--- config.mk ---
export PLATFORM = sky130hd
export DESIGN_NAME = sysex_command_frame_builder_top
export DESIGN_NICKNAME = d
export VERILOG_FILES = /design/src/rtl/scfb_pkg.sv /design/src/rtl/scfb_front.sv /design/src/rtl/scfb_queue.sv /design/src/rtl/scfb_back.sv /design/src/rtl/sysex_command_frame_builder_top.sv
export SDC_FILE = /design/constraint.sdc
export NUM_CORES = 1
export LEC_CHECK = 0
export BUFFER_PORTS_ARGS = -buffer_cell sky130_fd_sc_hd__buf_2
export CORE_MARGIN = 2
export CORE_UTILIZATION = 45
export CTS_CLUSTER_DIAMETER = 200
export DETAILED_ROUTE_END_ITERATION = 6
export PLACE_DENSITY = 0.7
export SYNTH_ARGS = -nofsm -noshare
export SYNTH_HDL_FRONTEND = slang
export SYNTH_SLANG_ARGS = --single-unit
--- constraint.sdc ---
create_clock -name clk -period 18.87 [get_ports clk]
set_clock_uncertainty 0.05 [all_clocks]
set_input_delay 3.774 -clock clk [delete_from_list [all_inputs] [get_ports clk]]
set_output_delay 3.774 -clock clk [all_outputs]
set_load 0.005 [all_outputs]
--- src/rtl/scfb_pkg.sv ---
// ----------------------------------------------------------------------------
// scfb_pkg
// Shared types, constants and helpers for the system-exclusive frame builder.
// ----------------------------------------------------------------------------
package scfb_pkg;

  // Frame framing bytes
  localparam logic [7:0] SYX_START = 8'hF0;
  localparam logic [7:0] MAKER_ID  = 8'h41;
  localparam logic [7:0] MODEL_ID  = 8'h33;
  localparam logic [7:0] SYX_END   = 8'hF7;

  // Command codes
  localparam logic [7:0] CMD_DATA_SET = 8'h12;
  localparam logic [7:0] CMD_DATA_REQ = 8'h11;

  // Checksum arithmetic
  localparam logic [6:0] SUM_MASK = 7'h7F;

  // Frame layout: header (7) + command (1) + address (4) + checksum + end
  localparam int HDR_LEN        = 7;
  localparam int CMD_POS        = 7;
  localparam int ADDR_POS       = 8;
  localparam int PAYLOAD_POS    = 12;
  localparam int FRAME_BASE_LEN = 14;
  localparam int FRAME_MAX      = 18;
  localparam int POS_W          = 5;

  // Payload byte count limit
  localparam int MAX_PAYLOAD_BYTES_DEF = 4;
  localparam int PAYLOAD_WORD_BYTES    = 4;

  // Command queue between front and back
  localparam int QUEUE_DEPTH = 2;

  // One classified command, as handed from front to back
  typedef struct packed {
    logic [31:0] target_address;
    logic [7:0]  command_code;
    logic [31:0] payload_aligned;  // first sent byte in bits 31:24
    logic [2:0]  payload_bytes;    // saturated count
    logic [6:0]  checksum;
  } scfb_desc_t;

  // Header byte at a position below HDR_LEN
  function automatic logic [7:0] header_byte(input logic [2:0] pos);
    logic [7:0] b;
    unique case (pos)
      3'd0:    b = SYX_START;
      3'd1:    b = MAKER_ID;
      3'd6:    b = MODEL_ID;
      default: b = 8'h00;
    endcase
    return b;
  endfunction

  // Byte sel of a 32-bit word, most significant first
  function automatic logic [7:0] word_byte(input logic [31:0] w, input logic [1:0] sel);
    logic [7:0] b;
    unique case (sel)
      2'd0:    b = w[31:24];
      2'd1:    b = w[23:16];
      2'd2:    b = w[15:8];
      default: b = w[7:0];
    endcase
    return b;
  endfunction

endpackage

--- src/rtl/scfb_front.sv ---
// ----------------------------------------------------------------------------
// scfb_front
// Command intake: saturates the payload count, aligns the payload bytes and
// forms the checksum, then hands a descriptor to the command queue.
// ----------------------------------------------------------------------------
module scfb_front
  import scfb_pkg::*;
#(
  parameter int MAX_PAYLOAD_BYTES = MAX_PAYLOAD_BYTES_DEF
) (
  input  logic        in_push,
  output logic        in_full,
  input  logic [31:0] in_target_address,
  input  logic [7:0]  in_command_code,
  input  logic [31:0] in_payload_word,
  input  logic [2:0]  in_payload_bytes,
  input  logic        q_full,
  output logic        q_push,
  output scfb_desc_t  q_desc
);

  localparam logic [2:0] MAX_N = 3'(MAX_PAYLOAD_BYTES);

  logic [2:0]  n_sat;
  logic [5:0]  shamt;
  logic [31:0] aligned;
  logic [6:0]  acc;

  // Accept a beat whenever the queue has room
  assign in_full = q_full;
  assign q_push  = in_push && !q_full;

  // Saturate the count and left-align the sent payload bytes
  always_comb begin
    n_sat   = (in_payload_bytes > MAX_N) ? MAX_N : in_payload_bytes;
    shamt   = {3'(3'(PAYLOAD_WORD_BYTES) - n_sat), 3'b000};
    aligned = in_payload_word << shamt;
  end

  // Sum address and payload bytes modulo 128 (unsent bytes are zero)
  always_comb begin
    acc = 7'(in_target_address[31:24]) + 7'(in_target_address[23:16])
        + 7'(in_target_address[15:8])  + 7'(in_target_address[7:0])
        + 7'(aligned[31:24]) + 7'(aligned[23:16])
        + 7'(aligned[15:8])  + 7'(aligned[7:0]);
  end

  // Build the descriptor
  always_comb begin
    q_desc.target_address  = in_target_address;
    q_desc.command_code    = in_command_code;
    q_desc.payload_aligned = aligned;
    q_desc.payload_bytes   = n_sat;
    q_desc.checksum        = (7'd0 - acc) & SUM_MASK;
  end

endmodule

--- src/rtl/scfb_queue.sv ---
// ----------------------------------------------------------------------------
// scfb_queue
// Short descriptor queue that decouples command intake from frame emission.
// ----------------------------------------------------------------------------
module scfb_queue
  import scfb_pkg::*;
(
  input  logic       clk,
  input  logic       rst_n,
  input  logic       push,
  input  scfb_desc_t push_desc,
  output logic       full,
  input  logic       pop,
  output logic       valid,
  output scfb_desc_t head_desc
);

  localparam int PTR_W = (QUEUE_DEPTH > 1) ? $clog2(QUEUE_DEPTH) : 1;
  localparam int CNT_W = $clog2(QUEUE_DEPTH + 1);

  scfb_desc_t       mem [QUEUE_DEPTH];
  logic [PTR_W-1:0] wr_ptr_r, wr_ptr_nxt;
  logic [PTR_W-1:0] rd_ptr_r, rd_ptr_nxt;
  logic [CNT_W-1:0] count_r,  count_nxt;

  assign full      = (count_r == CNT_W'(QUEUE_DEPTH));
  assign valid     = (count_r != '0);
  assign head_desc = mem[rd_ptr_r];

  // Advance pointers and occupancy
  always_comb begin
    wr_ptr_nxt = wr_ptr_r;
    rd_ptr_nxt = rd_ptr_r;
    count_nxt  = count_r;
    if (push) begin
      wr_ptr_nxt = (wr_ptr_r == PTR_W'(QUEUE_DEPTH - 1)) ? '0 : wr_ptr_r + 1'b1;
    end
    if (pop) begin
      rd_ptr_nxt = (rd_ptr_r == PTR_W'(QUEUE_DEPTH - 1)) ? '0 : rd_ptr_r + 1'b1;
    end
    if (push && !pop) begin
      count_nxt = count_r + 1'b1;
    end else if (pop && !push) begin
      count_nxt = count_r - 1'b1;
    end
  end

  always_ff @(posedge clk) begin
    if (!rst_n) begin
      wr_ptr_r <= '0;
      rd_ptr_r <= '0;
      count_r  <= '0;
    end else begin
      wr_ptr_r <= wr_ptr_nxt;
      rd_ptr_r <= rd_ptr_nxt;
      count_r  <= count_nxt;
    end
  end

  // Store the incoming descriptor
  always_ff @(posedge clk) begin
    if (push) begin
      mem[wr_ptr_r] <= push_desc;
    end
  end

endmodule

--- src/rtl/scfb_back.sv ---
// ----------------------------------------------------------------------------
// scfb_back
// Frame serialiser: walks the head descriptor one byte per beat into a
// registered output stage, and releases the descriptor on the closing byte.
// ----------------------------------------------------------------------------
module scfb_back
  import scfb_pkg::*;
(
  input  logic       clk,
  input  logic       rst_n,
  input  logic       q_valid,
  input  scfb_desc_t q_desc,
  output logic       q_pop,
  output logic       out_empty,
  input  logic       out_pop,
  output logic [7:0] out_frame_byte,
  output logic       out_frame_last
);

  logic [POS_W-1:0] pos_r, pos_nxt;
  logic             out_valid_r, out_valid_nxt;
  logic [7:0]       byte_r;
  logic             last_r;
  logic [POS_W-1:0] chk_pos;
  logic [POS_W-1:0] end_pos;
  logic             advance;
  logic             is_last;
  logic [7:0]       cur_byte;

  assign out_empty      = !out_valid_r;
  assign out_frame_byte = byte_r;
  assign out_frame_last = last_r;

  // Step when a command waits and the output stage is free or draining
  assign advance = q_valid && (!out_valid_r || out_pop);
  assign chk_pos = POS_W'(PAYLOAD_POS) + POS_W'(q_desc.payload_bytes);
  assign end_pos = chk_pos + 1'b1;
  assign is_last = (pos_r == end_pos);
  assign q_pop   = advance && is_last;

  // Select the byte at the current frame position
  always_comb begin
    if (pos_r < POS_W'(HDR_LEN)) begin
      cur_byte = header_byte(pos_r[2:0]);
    end else if (pos_r == POS_W'(CMD_POS)) begin
      cur_byte = q_desc.command_code;
    end else if (pos_r < POS_W'(PAYLOAD_POS)) begin
      cur_byte = word_byte(q_desc.target_address, pos_r[1:0]);
    end else if (pos_r < chk_pos) begin
      cur_byte = word_byte(q_desc.payload_aligned, pos_r[1:0]);
    end else if (pos_r == chk_pos) begin
      cur_byte = {1'b0, q_desc.checksum};
    end else begin
      cur_byte = SYX_END;
    end
  end

  // Advance the position, wrap at the end of the frame
  always_comb begin
    pos_nxt       = pos_r;
    out_valid_nxt = out_valid_r;
    if (advance) begin
      pos_nxt       = is_last ? '0 : pos_r + 1'b1;
      out_valid_nxt = 1'b1;
    end else if (out_pop) begin
      out_valid_nxt = 1'b0;
    end
  end

  always_ff @(posedge clk) begin
    if (!rst_n) begin
      pos_r       <= '0;
      out_valid_r <= 1'b0;
    end else begin
      pos_r       <= pos_nxt;
      out_valid_r <= out_valid_nxt;
    end
  end

  // Hold the output beat until it is taken
  always_ff @(posedge clk) begin
    if (advance) begin
      byte_r <= cur_byte;
      last_r <= is_last;
    end
  end

endmodule

--- src/rtl/sysex_command_frame_builder_top.sv ---
// A taken command is written into the queue; its first frame byte then comes from the registered output stage.
// Each command gives 14 + payload_bytes output beats, one per cycle while out_pop
//   takes every byte; the byte serialiser sets the rate at which commands drain.
// A two-entry command queue lets intake continue while a frame is sent.
// Reset (synchronous, rst_n low) empties the queue and the output stage.
// ----------------------------------------------------------------------------
// sysex_command_frame_builder_top
// Builds a system-exclusive command frame with checksum and sends it bytewise.
// ----------------------------------------------------------------------------
module sysex_command_frame_builder_top
  import scfb_pkg::*;
#(
  parameter int MAX_PAYLOAD_BYTES = MAX_PAYLOAD_BYTES_DEF
) (
  input  logic        clk,
  input  logic        rst_n,
  input  logic        in_push,
  output logic        in_full,
  input  logic [31:0] in_target_address,
  input  logic [7:0]  in_command_code,
  input  logic [31:0] in_payload_word,
  input  logic [2:0]  in_payload_bytes,
  output logic        out_empty,
  input  logic        out_pop,
  output logic [7:0]  out_frame_byte,
  output logic        out_frame_last
);

  logic       q_push;
  logic       q_full;
  logic       q_valid;
  logic       q_pop;
  scfb_desc_t push_desc;
  scfb_desc_t head_desc;

  // Intake and classification
  scfb_front #(
    .MAX_PAYLOAD_BYTES(MAX_PAYLOAD_BYTES)
  ) u_front (
    .in_push           (in_push),
    .in_full           (in_full),
    .in_target_address (in_target_address),
    .in_command_code   (in_command_code),
    .in_payload_word   (in_payload_word),
    .in_payload_bytes  (in_payload_bytes),
    .q_full            (q_full),
    .q_push            (q_push),
    .q_desc            (push_desc)
  );

  // Command queue
  scfb_queue u_queue (
    .clk       (clk),
    .rst_n     (rst_n),
    .push      (q_push),
    .push_desc (push_desc),
    .full      (q_full),
    .pop       (q_pop),
    .valid     (q_valid),
    .head_desc (head_desc)
  );

  // Frame serialiser
  scfb_back u_back (
    .clk            (clk),
    .rst_n          (rst_n),
    .q_valid        (q_valid),
    .q_desc         (head_desc),
    .q_pop          (q_pop),
    .out_empty      (out_empty),
    .out_pop        (out_pop),
    .out_frame_byte (out_frame_byte),
    .out_frame_last (out_frame_last)
  );

endmodule
# Word-level counts from Yosys, hierarchy flattened
# Memory sizes are Yosys's and may differ from the RTL's. A register that Yosys moved wholly into a read port is not among the register bits.
# Cells that the tools add are included.
# word_totals
rom_bits	0
n_memories	1
latchBits	0
register_bits	19
out_inout_bits	11
word_cells	72
inputBits	79
ram_bits	164
# classes
n_addsub	16
shift	1
mux	20
reduce_logical	15
n_lt_le_gt_ge	4
bitwise	0
multipliers	0
div_mod_pow	0
eq_ne	8
# memory_table
memory	depth	width	read_ports	rd_clocked_by_memory_dff	wr	line	source
u_queue.mem	2	82	1	1	1	scfb_queue.sv:21	scfb_desc_t mem [QUEUE_DEPTH];
# ops
op	n
$pmux W8 S3	3
$add A7 B7 Y7	7
$mux W8	5
$shl A32 B6 Y32	1
$add A5 B1 Y5 const B	2
$eq A5 B5 Y1	2
$mux W1	8
$sub A1 B7 Y7 const A	1
$reduce_bool A2 Y1	3
$add A4 B3 Y5 const A	1
$eq A5 B3 Y1 const B	1
$logic_and A1 B1 Y1	5
$lt A5 B3 Y1 const B	1
$lt A5 B4 Y1 const B	1
$lt A5 B5 Y1	1
$mux W5	1
$eq A2 B2 Y1 const B	2
$logic_not A1 Y1	4
$mux W2	2
$eq A3 B1 Y1 const B	1
$eq A3 B3 Y1 const B	1
$gt A3 B3 Y1 const B	1
$logic_not A3 Y1	1
$mux W3	1
other kinds (7)	8

# Logic depth before layout (Yosys ltp)
# logic_depth
ltp_word	9
depth_mapped	24
depth_no_buf	20

# By module
# Synthesis repeated with hierarchy kept, for this count alone.
# unflattened
cells_unflattened	766
area_unflattened_um2	9985.8
# modules_own_cells
mod	cells_each	seq_area_each_um2	instances	area_each_um2
scfb_queue	277	5024.8	1	6167.2
scfb_front	291	0.0	1	2234.6
scfb_back	198	390.4	1	1584.0

# Worst setup path after synthesis
# OpenSTA, ideal clock, no wires.
# synth_path
path_type	input to register
from	in in_payload_bytes[2]
to	mem u_queue.mem[0][6] (netlist bit), data pin
path_stages	22
required_ns	18.558
n_path_buf	5
setup_time_ns	0.262
path_slack_ns	9.619
t_arrival_ns	8.939
path_cell_list	nand2b_4 > buf_2 > buf_1 > ha_1 > clkbuf_1 > clkbuf_1 > clkbuf_1 > nand3_1 > a21oi_1 > fa_1 > fa_1 > inv_1 > fa_1 > fa_1 > ha_1 > inv_1 > fa_1 > inv_1 > a21o_1 > a21oi_1 > xnor3_1 > xnor2_1
# synth_lines
element	line	source
from (decl)	sysex_command_frame_builder_top.sv:22	input logic [2:0] in_payload_bytes,
to (decl)	scfb_queue.sv:21	

==> impl_metrics.ini <==
[status]
status = finished with violations
violations = DRC

[sta]
tightest_slew_ps = 1070
final.period_utilization_pct = 49.1
hold_ws_ps = 483
hold_viol = 0
rsz0062_at_grt = false
setup_viol = 0
relSlewSlack_pct = 28.2
postLayoutSetupSlackWorst_ps = 9600
layout_min_cycle_time_ps = 9270
maxSlewViolCount = 0
max_freq_ghz = 0.108
fin_tns_setup_ps = 0

[worst_setup_path]
r2r_cells = 11
crit_family = adder cells
cp-start-kind = input port
cp_data_required_time_ps = 19000
critPathKind = input port to register
max_stage_delay_ps = 720
crit_start = in_payload_bytes[2]
cpMaxStageDelayCell = ha_1
rrSetupSlack_ps = 15290
crit_path_end_kind = register
crit_cells = 19
worstReg2RegEnd = u_queue.count_r[1]
crit_top_cell = fa_1
cp_cell_sequence = buf_2 -> nand2b_4 -> ha_1 -> nand2b_2 -> nor2_1 -> nand2_1 -> fa_1 -> inv_1 -> fa_1 -> inv_1 -> fa_1 -> inv_1 -> fa_1 -> fa_1 -> inv_1 -> a21o_1 -> a21oi_1 -> xnor3_1 -> xnor2_1
critPathCapture = u_queue.mem[0][6]
arrival_ps = 9400
path_buf_inv = 5
critical_path.max_fanout = 34

[synth]
synth-simple-area-share_pct = 5.92
syn_inst = 692
ys.flop_type = edfxtp_1
synth.distinct_cells = 54
syn_nets = 829
yosysMostFrequentCell = edfxtp_1
synth.area.top_cells = edfxtp_1, fa_1, inv_1
muxShareOfSynthArea_pct = 6.74
synth_enable_flop_cells = 173
ys_seq_area_share_pct = 58.4
synthXorXnorAreaFrac_pct = 2.83
synth_top_family_by_area = adder cells
syn-cell-area_um2 = 9280
synth_area_per_cell_um2 = 13.4
synthTopCellsByCount = edfxtp_1, inv_1, nand2_1
ys_seq_elements = 184
synth_top_cell_area_share_pct = 56.0
async_flop_share_pct = 0
yosysWarnings = 0
synth_compound_area_share_pct = 9.56
synth_top_cell_by_area = edfxtp_1
synthAdderAreaFrac_pct = 10.4

[layout]
area_growth_pct = 14.5
multi_input_area_um2 = 3310
seqCellArea_um2 = 5420
layout.nets = 910
final_design_area_no_fill_um2 = 10600
drive_gt1_share_pct = 19.6
antenna_cells = 0
fillers = 1704

[placed_design]
gp_congestion = 0.810
dpl.hpwl_um = 13900
dpl_cell_area_um2 = 9970
pre_cts_slack_ps = 9140
io_buffers = 89

[min_path]
hp-class = register to register
min_path_cells = 2

[global_routing]
antenna_found_initial = 0
grt_overflow_total = 0
grt_max_degree = 70
grt_pass1_wl_um = 31400
grt_pass1_vias = 5835
grt_usage_pct = 19.3

[route]
antenna_left = 0
post-route-drc-count = 17
post_drt_wl_per_cell_um = 19.3
route.vias.total = 5747
viasPerCell = 5.44
drt-initial-drc-count = 640
firstDrtPassIters = 7
wl_um = 20400

[cts]
cts_tree = built
hold_buffers = 0
numCtsBuffers = 17
cts.root.buffer_cell = clkbuf_16
clk_path_buf_depth = 2
path_clk_slew_ps = 60
cts.sinks = 184
h-tree-depth = 4
clk-insertion-delay-late_ps = 430
post-cts-setup-buffers = 0
post_cts_resized = 0

[power]
power_density_nw_per_um2 = 134
ir_drop_uv = 99.6
p_leak_uw = 0.00428

[floorplanning]
die_x_um = 148
start_util_pct = 45.8
die-area_um2 = 21800
core_um2 = 20200
ioPinCount = 90
die_y_um = 148
row_count = 52

[job]
maxCapViolCount = 0
[kinds of logic (layout without fill, tap and decap cells)]
family | after synthesis | in the layout
compound gates | 119 | 119
xor+xnor | 26 | 26
fa+ha+maj | 58 | 58
buf+inv | 146 | 240
flops | 184 | 184
mux | 50 | 50
simple gates | 109 | 109
[per-stage QoR]
stage	cells	util, %	power (µW)
final	1056	52.5	1420
after global routing	1056	52.5	1500
after CTS	1056	52.5	1430
after detailed placement	1024	49.3	1040
after global placement	1024	49.3	1030
after floorplan	692	-	915
[layout make-up]
class	instances	share of cell area (%)
repair buffers	94	4.55
clock inverters	11	1.84
well taps	270	3.18
multi-input cells	362	31.2
clock buffers	21	4.24
inverters	114	4.03
flip-flops and latches	184	51.0
[state kept, by name, summed over array words and instances (netlist names), named ones only]
signal,count
u_queue.mem,164
u_back.out_frame_byte,8
u_back.pos_r,5
u_queue.count_r,2
u_back.out_frame_last,1
u_back.out_valid_r,1
u_queue.rd_ptr_r,1
u_queue.wr_ptr_r,1
[where the power goes]
part	switching [µW]	leakage (µW)	internal (µW)
combinational	272	0.00225	201
sequential	17.5	0.00172	548
clock	147	0.000304	239
total	436	0.00428	988
[worst min path at each step]
stage	start	end	slack (ps)
after global placement	u_queue.count_r[1]	u_queue.count_r[1]	470
final	u_queue.count_r[1]	u_queue.count_r[1]	480
after global routing	u_queue.count_r[1]	u_queue.count_r[1]	500
after CTS	u_queue.count_r[1]	u_queue.count_r[1]	480
after detailed placement	u_queue.count_r[1]	u_queue.count_r[1]	470
after floorplan	u_queue.count_r[1]	u_queue.count_r[1]	440
[cell usage in the layout (no fill, tap or decap), types with 3 or more instances in the layout]
master      count
dfxtp_1        10
xnor2_1        17
nand2_1        35
nand2b_1        6
edfxtp_1      173
a211oi_1        8
clkinvlp_4      3
bufinv_16       5
buf_4           5
a222oi_1       32
mux4_2          9
a31oi_1         5
clkbuf_1        3
a21oi_1        26
a21o_1          8
buf_2          89
mux2i_1        31
xor2_1          6
nand3_1        10
fa_1           32
mux2_2          9
inv_1         112
and2_1          9
o221ai_1        7
nor2b_1         6
clkbuf_16      17
o21ai_1         8
o22ai_1         7
and3_1          7
nor2_1         20
ha_1           24
o21ai_0         6
[worst reg2reg max path: stages, from the launching register on]
cell and delay, ps:
dfxtp_2 310, buf_4 610, mux2_2 450, ha_1 200, inv_1 50, ha_1 220, xnor2_1 130, nor4_1 350
o211ai_1 220, ha_1 420, or3_1 350, a21boi_0 160
[routing by layer]
metal | wire [µm] | up-vias | track usage (%)
met4 | 220 | 0 | 4.86
met2 | 10700 | 176 | 34.5
met3 | 1030 | 21 | 3.80
met5 | 0 | - | 0
li1 | - | 2683 | -
met1 | 8420 | 2867 | 24.2
No activity file was read; power rests on OpenSTA's default activity.
